--- config.mk ---
export PLATFORM = sky130hd
export DESIGN_NAME = time_of_day_moving_average_core
export DESIGN_NICKNAME = d
export VERILOG_FILES = /design/src/rtl/tdma_pkg.sv /design/src/rtl/tdma_ram.sv /design/src/rtl/tdma_datapath.sv /design/src/rtl/tdma_ctrl.sv /design/src/rtl/time_of_day_moving_average_core.sv
export SDC_FILE = /design/constraint.sdc
export NUM_CORES = 2
export LEC_CHECK = 0
export BUFFER_PORTS_ARGS = -buffer_cell sky130_fd_sc_hd__buf_4
export CORE_MARGIN = 10
export CORE_UTILIZATION = 30
export DETAILED_ROUTE_END_ITERATION = 8
export GPL_TIMING_DRIVEN = 1
export PLACE_DENSITY_LB_ADDON = 0.15
export SYNTH_ARGS = -nofsm -noshare
export SYNTH_HDL_FRONTEND = slang
export SYNTH_SLANG_ARGS = --single-unit
--- constraint.sdc ---
create_clock -name clock -period 5.9 [get_ports clock]
set_input_delay 0 -clock clock [delete_from_list [all_inputs] [get_ports clock]]
set_output_delay 0 -clock clock [all_outputs]
set_load 0.01 [all_outputs]
--- src/rtl/tdma_pkg.sv ---
// Shared constants, widths and control types of the time-of-day moving average core.
`default_nettype none

package tdma_pkg;

   // Deepest window the ring store holds
   localparam int MAX_WINDOW = 64;

   // Fixed field widths
   localparam int START_W   = 1;
   localparam int HOURS_W   = 5;
   localparam int MINUTES_W = 6;
   localparam int SECONDS_W = 6;
   localparam int CFG_W     = 7;
   localparam int STAMP_W   = 17;

   // Widths that follow from the window depth
   localparam int SLOT_W = (MAX_WINDOW > 1) ? $clog2(MAX_WINDOW) : 1;
   localparam int LEN_W  = $clog2(MAX_WINDOW + 1);
   localparam int SUM_W  = STAMP_W + SLOT_W;
   localparam int DIV_CNT_W = $clog2(SUM_W);

   localparam int HOUR_SECONDS   = 3600;
   localparam int MINUTE_SECONDS = 60;

   typedef enum logic [1:0] {
      ST_IDLE,
      ST_UPDATE,
      ST_DIVIDE,
      ST_OUTPUT
   } ctrl_state_type;

   typedef struct packed {
      logic accept;
      logic cfg_write;
      logic update;
      logic div_step;
      logic out_load;
   } ctrl_cmd_type;

   typedef struct packed {
      logic window_full;
      logic out_free;
   } dp_status_type;

endpackage

`default_nettype wire

--- src/rtl/tdma_ram.sv ---
// Generic single-write, single-read RAM with registered read data.
`default_nettype none

module tdma_ram #(
   parameter int WIDTH = 17,
   parameter int DEPTH = 64,
   localparam int ADDR_W = (DEPTH > 1) ? $clog2(DEPTH) : 1
) (
   input  wire logic              clock,
   input  wire logic              wr_en,
   input  wire logic [ADDR_W-1:0] wr_addr,
   input  wire logic [WIDTH-1:0]  wr_data,
   input  wire logic              rd_en,
   input  wire logic [ADDR_W-1:0] rd_addr,
   output logic      [WIDTH-1:0]  rd_data
);

   logic [WIDTH-1:0] mem_ff [DEPTH];

   always_ff @(posedge clock) begin
      if (wr_en) begin
         mem_ff[wr_addr] <= wr_data;
      end
      if (rd_en) begin
         rd_data <= mem_ff[rd_addr];
      end
   end

endmodule

`default_nettype wire

--- src/rtl/tdma_datapath.sv ---
// Datapath: stamp conversion, window ring and running sum, serial divider, result register.
`default_nettype none

module tdma_datapath (
   input  wire logic                            clock,
   input  wire logic                            reset,
   input  wire tdma_pkg::ctrl_cmd_type          cmd,
   output tdma_pkg::dp_status_type              status,
   input  wire logic [tdma_pkg::START_W-1:0]    req_start_series,
   input  wire logic [tdma_pkg::HOURS_W-1:0]    req_hours,
   input  wire logic [tdma_pkg::MINUTES_W-1:0]  req_minutes,
   input  wire logic [tdma_pkg::SECONDS_W-1:0]  req_seconds_part,
   input  wire logic [tdma_pkg::CFG_W-1:0]      csr_window_length,
   input  wire logic                            rsp_stall,
   output logic                                 rsp_valid,
   output logic [tdma_pkg::STAMP_W-1:0]         rsp_average_seconds
);

   import tdma_pkg::*;

   logic [LEN_W-1:0]   len_ff, len_in;
   logic [SUM_W-1:0]   sum_ff, sum_in;
   logic [LEN_W-1:0]   fill_ff, fill_in;
   logic [SLOT_W-1:0]  write_slot_ff, write_slot_in;
   logic [SLOT_W-1:0]  cur_slot_ff;
   logic [STAMP_W-1:0] stamp_ff;
   logic [SUM_W-1:0]   quo_ff, quo_in;
   logic [LEN_W-1:0]   rem_ff, rem_in;
   logic               rsp_valid_ff, rsp_valid_in;
   logic [STAMP_W-1:0] rsp_data_ff;

   logic [STAMP_W-1:0] stamp_calc;
   logic [SLOT_W-1:0]  slot_pick;
   logic [STAMP_W-1:0] old_stamp;
   logic               full_now;
   logic [SUM_W-1:0]   sum_next;
   logic [LEN_W-1:0]   fill_inc;
   logic [LEN_W-1:0]   slot_inc;
   logic [LEN_W:0]     trial;
   logic [STAMP_W-1:0] rd_data;

   // Seconds of the day from the raw fields
   assign stamp_calc = STAMP_W'(req_hours) * STAMP_W'(HOUR_SECONDS)
                     + STAMP_W'(req_minutes) * STAMP_W'(MINUTE_SECONDS)
                     + STAMP_W'(req_seconds_part);

   // A new series starts at slot zero; otherwise guard the ring index
   always_comb begin
      if (req_start_series[0]) begin
         slot_pick = '0;
      end else if (LEN_W'(write_slot_ff) >= len_ff) begin
         slot_pick = '0;
      end else begin
         slot_pick = write_slot_ff;
      end
   end

   assign full_now  = (fill_ff >= len_ff);
   assign old_stamp = full_now ? rd_data : '0;
   assign sum_next  = sum_ff - SUM_W'(old_stamp) + SUM_W'(stamp_ff);
   assign fill_inc  = fill_ff + LEN_W'(1);
   assign slot_inc  = LEN_W'(cur_slot_ff) + LEN_W'(1);
   assign trial     = {rem_ff, quo_ff[SUM_W-1]};

   assign status.window_full = full_now || (fill_inc >= len_ff);
   assign status.out_free    = !rsp_valid_ff || !rsp_stall;

   tdma_ram #(
      .WIDTH (STAMP_W),
      .DEPTH (MAX_WINDOW)
   ) u_window_ram (
      .clock   (clock),
      .wr_en   (cmd.update),
      .wr_addr (cur_slot_ff),
      .wr_data (stamp_ff),
      .rd_en   (cmd.accept),
      .rd_addr (slot_pick),
      .rd_data (rd_data)
   );

   always_comb begin
      len_in        = len_ff;
      sum_in        = sum_ff;
      fill_in       = fill_ff;
      write_slot_in = write_slot_ff;
      quo_in        = quo_ff;
      rem_in        = rem_ff;
      rsp_valid_in  = rsp_valid_ff && rsp_stall;

      if (cmd.cfg_write) begin
         if (csr_window_length == '0) begin
            len_in = LEN_W'(1);
         end else if (32'(csr_window_length) > 32'(MAX_WINDOW)) begin
            len_in = LEN_W'(MAX_WINDOW);
         end else begin
            len_in = LEN_W'(csr_window_length);
         end
         sum_in        = '0;
         fill_in       = '0;
         write_slot_in = '0;
      end

      if (cmd.accept && req_start_series[0]) begin
         sum_in  = '0;
         fill_in = '0;
      end

      if (cmd.update) begin
         sum_in  = sum_next;
         fill_in = full_now ? fill_ff : fill_inc;
         write_slot_in = (slot_inc >= len_ff) ? '0 : slot_inc[SLOT_W-1:0];
         quo_in  = sum_next;
         rem_in  = '0;
      end

      // One quotient bit per step, restoring
      if (cmd.div_step) begin
         if (trial >= {1'b0, len_ff}) begin
            rem_in = LEN_W'(trial - {1'b0, len_ff});
            quo_in = {quo_ff[SUM_W-2:0], 1'b1};
         end else begin
            rem_in = trial[LEN_W-1:0];
            quo_in = {quo_ff[SUM_W-2:0], 1'b0};
         end
      end

      if (cmd.out_load) begin
         rsp_valid_in = 1'b1;
      end
   end

   always_ff @(posedge clock) begin
      if (reset) begin
         len_ff        <= LEN_W'(1);
         sum_ff        <= '0;
         fill_ff       <= '0;
         write_slot_ff <= '0;
         rsp_valid_ff  <= 1'b0;
      end else begin
         len_ff        <= len_in;
         sum_ff        <= sum_in;
         fill_ff       <= fill_in;
         write_slot_ff <= write_slot_in;
         rsp_valid_ff  <= rsp_valid_in;
      end
   end

   always_ff @(posedge clock) begin
      quo_ff <= quo_in;
      rem_ff <= rem_in;
      if (cmd.accept) begin
         stamp_ff    <= stamp_calc;
         cur_slot_ff <= slot_pick;
      end
      if (cmd.out_load) begin
         rsp_data_ff <= quo_ff[STAMP_W-1:0];
      end
   end

   assign rsp_valid           = rsp_valid_ff;
   assign rsp_average_seconds = rsp_data_ff;

endmodule

`default_nettype wire

--- src/rtl/tdma_ctrl.sv ---
// Controller: sequences accept, window update, serial divide and result load.
`default_nettype none

module tdma_ctrl (
   input  wire logic                   clock,
   input  wire logic                   reset,
   input  wire logic                   req_valid,
   input  wire logic                   csr_valid,
   input  wire tdma_pkg::dp_status_type status,
   output tdma_pkg::ctrl_cmd_type      cmd,
   output logic                        req_stall,
   output logic                        csr_ready
);

   import tdma_pkg::*;

   ctrl_state_type       state_ff, state_in;
   logic [DIV_CNT_W-1:0] count_ff, count_in;

   always_ff @(posedge clock) begin
      if (reset) begin
         state_ff <= ST_IDLE;
         count_ff <= '0;
      end else begin
         state_ff <= state_in;
         count_ff <= count_in;
      end
   end

   always_comb begin
      state_in  = state_ff;
      count_in  = count_ff;
      cmd       = '0;
      req_stall = 1'b1;
      csr_ready = 1'b0;

      unique case (state_ff)
         ST_IDLE: begin
            csr_ready = 1'b1;
            // A register write takes the cycle; hold the input word
            req_stall = csr_valid;
            if (csr_valid) begin
               cmd.cfg_write = 1'b1;
            end else if (req_valid) begin
               cmd.accept = 1'b1;
               state_in   = ST_UPDATE;
            end
         end
         ST_UPDATE: begin
            cmd.update = 1'b1;
            if (status.window_full) begin
               count_in = DIV_CNT_W'(SUM_W - 1);
               state_in = ST_DIVIDE;
            end else begin
               state_in = ST_IDLE;
            end
         end
         ST_DIVIDE: begin
            cmd.div_step = 1'b1;
            if (count_ff == '0) begin
               state_in = ST_OUTPUT;
            end else begin
               count_in = count_ff - DIV_CNT_W'(1);
            end
         end
         ST_OUTPUT: begin
            // Wait until the previous result word is taken
            if (status.out_free) begin
               cmd.out_load = 1'b1;
               state_in     = ST_IDLE;
            end
         end
         default: begin
            state_in = ST_IDLE;
         end
      endcase
   end

endmodule

`default_nettype wire

--- src/rtl/time_of_day_moving_average_core.sv ---
// Top level of the time-of-day moving average core.
//
//   channel  direction  handshake          payload
//   req      in         valid / stall      start_series, hours, minutes, seconds_part
//   rsp      out        valid / stall      average_seconds
//   csr      in         valid / ready      window_length
//
// An item that leaves the window short of full passes through accept and ring update.
// A full window adds the serial divider, one quotient bit per step (SUM_W, 23 by
// default), and then loads the result register.
// Reset is synchronous; it sets the window length to 1 and empties the series.
// The result register frees the divider: the next word is accepted while a result waits.
// A result that is still stalled when the next quotient is ready holds the controller.
`default_nettype none

module time_of_day_moving_average_core (
   input  wire logic                            clock,
   input  wire logic                            reset,
   input  wire logic                            req_valid,
   output logic                                 req_stall,
   input  wire logic [tdma_pkg::START_W-1:0]    req_start_series,
   input  wire logic [tdma_pkg::HOURS_W-1:0]    req_hours,
   input  wire logic [tdma_pkg::MINUTES_W-1:0]  req_minutes,
   input  wire logic [tdma_pkg::SECONDS_W-1:0]  req_seconds_part,
   output logic                                 rsp_valid,
   input  wire logic                            rsp_stall,
   output logic [tdma_pkg::STAMP_W-1:0]         rsp_average_seconds,
   input  wire logic                            csr_valid,
   output logic                                 csr_ready,
   input  wire logic [tdma_pkg::CFG_W-1:0]      csr_window_length
);

   import tdma_pkg::*;

   ctrl_cmd_type  cmd;
   dp_status_type status;

   tdma_ctrl u_ctrl (
      .clock     (clock),
      .reset     (reset),
      .req_valid (req_valid),
      .csr_valid (csr_valid),
      .status    (status),
      .cmd       (cmd),
      .req_stall (req_stall),
      .csr_ready (csr_ready)
   );

   tdma_datapath u_datapath (
      .clock               (clock),
      .reset               (reset),
      .cmd                 (cmd),
      .status              (status),
      .req_start_series    (req_start_series),
      .req_hours           (req_hours),
      .req_minutes         (req_minutes),
      .req_seconds_part    (req_seconds_part),
      .csr_window_length   (csr_window_length),
      .rsp_stall           (rsp_stall),
      .rsp_valid           (rsp_valid),
      .rsp_average_seconds (rsp_average_seconds)
   );

endmodule

`default_nettype wire
==> results_dict.tcl <==
set metrics [dict create \
    cts.clk_slew.worst_paths_ps 50 \
    cp-start-kind "flop" \
    drtIter0Drc 2559 \
    post-dp-hpwl_mm 95.61 \
    synth.distinct_cells 61 \
    ys_ff_latch 1226 \
    syn_nets 4029 \
    ioPinCount 50 \
    wl_per_cell_um 24.37 \
    rsz0062_at_grt "false" \
    insertion_delay_ps 770 \
    finalCriticalPeriod_ps 5441 \
    fin_skew_ps 27.76 \
    synth_xor_area_share_pct 0.9181 \
    grt_pass1_vias 30900 \
    leakagePower_nw 20.07 \
    place.gp.congestion 0.7756 \
    syn_area_um2 51510 \
    syn_area_per_cell_um2 13.37 \
    total_power_w 0.02300 \
    remaining_drc_errors 0 \
    grtUsageTotal_pct 16.23 \
    die_area_um2 188700 \
    async_reset_ff_share_pct 0 \
    drive_above_1_share_pct 12.39 \
    grt_overflow 0 \
    slowest_delay_ps 490 \
    crit_buf_inv 3 \
    synthMuxAreaShare_pct 3.099 \
    antenna_found_initial 14 \
    port-buffer-count 49 \
    p_int_w 0.01656 \
    p_sw_share_pct 28.00 \
    setup_violations 0 \
    die_w_um 434.4 \
    maxSlewViolCount 0 \
    fill_cells 16590 \
    critPathKind "flop to flop" \
    die_h_um 434.4 \
    layout.cells.non_filler 6409 \
    fmax_mhz 183.8 \
    antenna_left 0 \
    status "finished, final reports clean" \
    yosys.area_share.simple_pct 11.82 \
    crit_fanout 15 \
    grt_max_degree 143 \
    place_inst 6111 \
    post-place-ws_ps 403.0 \
    clock_sinks 1226 \
    synth-compound-area-share_pct 6.657 \
    ys.flop_type "edfxtp_1" \
    cts_setup_buffers 0 \
    fin_ws_ps 458.5 \
    core_area_um2 171200 \
    start_util_pct 30.10 \
    synth-edff-count 1175 \
    worstPathCellList "inv_1 -> ha_1 -> nand2b_1 -> a21o_1 -> a21o_1 -> a21o_1 -> a211o_1 -> a21oi_2 -> buf_4 -> nor2b_1 -> fa_1 -> inv_1 -> ha_1 -> a21oi_1 -> a21oi_1 -> a211oi_1 -> a21oi_1 -> o21ba_2 -> or4_1 -> nand3_1 -> xnor2_1 -> mux2_2" \
    cts_buffer_depth 3 \
    fin_setup_tns_ps 0 \
    maxSlewHeadroom_pct 15.94 \
    arrival_ps 5950 \
    p_switching_w 0.006441 \
    ir_worst_vdd_v 0.0002881 \
    area_growth_pct 16.99 \
    cp-end-kind "flop" \
    via_per_inst 4.934 \
    power_frac_clock_pct 36.0 \
    tightest_slew_ps 1260 \
    cap_violations 0 \
    report.final.hold_viol_count 0 \
    powerDensity_nw_per_um2 381.6 \
    pwr-share-comb_pct 17.8 \
    seqPwrFrac_pct 46.2 \
    syn-instance-count 3852 \
    post_cts_resized 0 \
    yosysWarningCount 0 \
    ys_seq_area_share_pct 70.48 \
    cpMaxStageDelayCell "or4_1" \
    nNetsFinal 4238 \
    firstDrtPassIters 5 \
    rows 152 \
    htreeDepth 4 \
    dr_total_vias 31620 \
    numCtsBuffers 143 \
    routed_wl_mm 156.2 \
    synth_fa_ha_area_share_pct 4.051 \
    clockRootBuffer "clkbuf_16" \
    hp-class "input pin to flop" \
    fin_crit_sh_pct 92.23 \
    cts_hold_buf 38 \
    grt_pass1_wl_mm 223.6 \
    cp.required_ps 6400 \
    synth_top_family_by_area "simple AND/OR/NAND/NOR gates" \
    tritoncts "done" \
    crit_family "compound AO/OA/AOI/OAI gates" \
]
routing by layer:
metal / vias to the layer above / share of wire (%) / GRT usage, %
met4: 6 / 2.4 / 4.629
met3: 208 / 6.6 / 3.447
met2: 816 / 45 / 25.23
li1: 14650 / - / -
met5: - / 0.029 / 0
met1: 15950 / 46 / 22.83
power by group through the flow:
stage / sequential (W) / clock, W / combinational (W)
floorplan: 0.0109 / 0 / 0.00244
global placement: 0.0108 / 0 / 0.00402
detailed placement: 0.0108 / 0 / 0.00405
CTS: 0.0106 / 0.00850 / 0.00415
global route: 0.0106 / 0.00882 / 0.00461
finish: 0.0106 / 0.00829 / 0.00409
cell type report:
| cell class | instances | area, µm² | share of cell area (%) |
|---|---|---|---|
| timing repair buffer | 276 | 2442 | 4.052 |
| clock inverter | 73 | 534.3 | 0.8865 |
| tap | 2233 | 2794 | 4.636 |
| multi-input combinational | 2275 | 13880 | 23.04 |
| inverter | 139 | 529.3 | 0.8782 |
| sequential | 1226 | 36300 | 60.24 |
| antenna | 4 | 10.01 | 0.01661 |
| clock buffer | 183 | 3771 | 6.257 |
layout by cell type (no fill, tap or decap), types with 72 or more instances in the layout:
master and count:
buf_4 216, clkbuf_16 145, nand3_1 293, a32oi_1 136
a21oi_1 72, nor2_1 72, nand2_1 871, a31oi_1 139
edfxtp_1 1175, ha_1 113, inv_1 138, mux2i_1 137
cells by family (layout without fill, tap and decap cells):
group	after synthesis	in the layout
XOR/XNOR	54	54
flip-flops	1226	1226
buffers and inverters	351	671
AND/OR/NAND/NOR	1427	1427
AO/OA/AOI/OAI	490	490
adder cells (fa/ha/maj)	147	147
other	0	4
multiplexers	157	157
sequential cells by signal (all words and copies together), names as in the netlist, named ones only:
signal and flops:
u_datapath.u_window_ram.mem_ff 1088, u_datapath.quo_ff 23, u_datapath.sum_ff 23, u_datapath.rsp_average_seconds 17, u_datapath.stamp_ff 17, u_datapath.u_window_ram.rd_data 17, u_datapath.fill_ff 7, u_datapath.len_ff 7
u_datapath.rem_ff 7, u_datapath.cur_slot_ff 6, u_datapath.write_slot_ff 6, u_ctrl.count_ff 5, u_ctrl.state_ff 1, u_datapath.rsp_valid 1
metrics by stage:
stage          hold WS (ps)  cell area [µm²]  utilization, %
2_1_floorplan         98.87            51510               -
3_3_place_gp          211.1            55570           32.47
3_5_place_dp          211.5            55570           32.47
4_1_cts               42.12            60260           35.21
5_1_grt               117.4            60270           35.21
6_report              87.41            60270           35.21
worst register-to-register path: stages, from the launching register on:
cell	delay, ps
dfxtp_1	380
inv_1	90
ha_1	310
nand2b_1	150
a21o_1	180
a21o_1	180
a21o_1	180
a211o_1	300
a21oi_2	210
buf_4	250
nor2b_1	90
fa_1	480
inv_1	40
ha_1	320
a21oi_1	220
a21oi_1	100
a211oi_1	370
a21oi_1	170
o21ba_2	250
or4_1	490
nand3_1	130
xnor2_1	70
mux2_2	250
path summary, 6_finish.rpt:
path / endpoint / slack, ps / cells past startpoint / start
worst max register to register: u_datapath.quo_ff[22] / 460 / 22 / u_datapath.fill_ff[0]
worst min-delay path: u_datapath.stamp_ff[16] / 90 / 5 / req_hours[3]
worst min register to register: u_datapath.rsp_average_seconds[1] / 460 / 0 / u_datapath.quo_ff[1]
worst max-delay path: u_datapath.quo_ff[22] / 460 / 22 / u_datapath.fill_ff[0]
cell usage after synthesis (4+ instances only):
| cell | n | area (µm²) |
|---|---|---|
| o21ai_0 | 41 | 205.2 |
| nand2b_1 | 13 | 81.33 |
| nor2b_1 | 35 | 219.0 |
| nor3_1 | 9 | 45.04 |
| clkbuf_1 | 111 | 416.7 |
| dfxtp_1 | 51 | 1021 |
| a21o_1 | 22 | 165.2 |
| buf_4 | 14 | 105.1 |
| edfxtp_1 | 1175 | 35280 |
| xor2_1 | 18 | 157.7 |
| o21a_1 | 6 | 45.04 |
| nand3_1 | 293 | 1466 |
| a22oi_1 | 12 | 90.09 |
| o21bai_1 | 18 | 135.1 |
| nand4_1 | 6 | 37.54 |
| or2_2 | 4 | 25.02 |
| fa_1 | 33 | 660.6 |
| mux2_2 | 20 | 225.2 |
| xnor2_1 | 36 | 315.3 |
| nand2_1 | 871 | 3269 |
| buf_1 | 6 | 22.52 |
| mux2i_1 | 137 | 1371 |
| and3_1 | 5 | 31.28 |
| a21oi_1 | 72 | 360.4 |
| buf_6 | 10 | 112.6 |
| nor4_1 | 36 | 225.2 |
| inv_1 | 138 | 518.0 |
| and2_1 | 7 | 43.79 |
| a31oi_1 | 139 | 869.6 |
| a2bb2oi_1 | 9 | 78.83 |
| ha_1 | 114 | 1426 |
| a211oi_1 | 7 | 52.55 |
| or3_1 | 4 | 25.02 |
| nor3b_1 | 6 | 45.04 |
| a32oi_1 | 136 | 1191 |
| buf_2 | 71 | 355.3 |
| nor2_1 | 124 | 465.5 |
No activity file was read; power rests on OpenSTA's default activity.
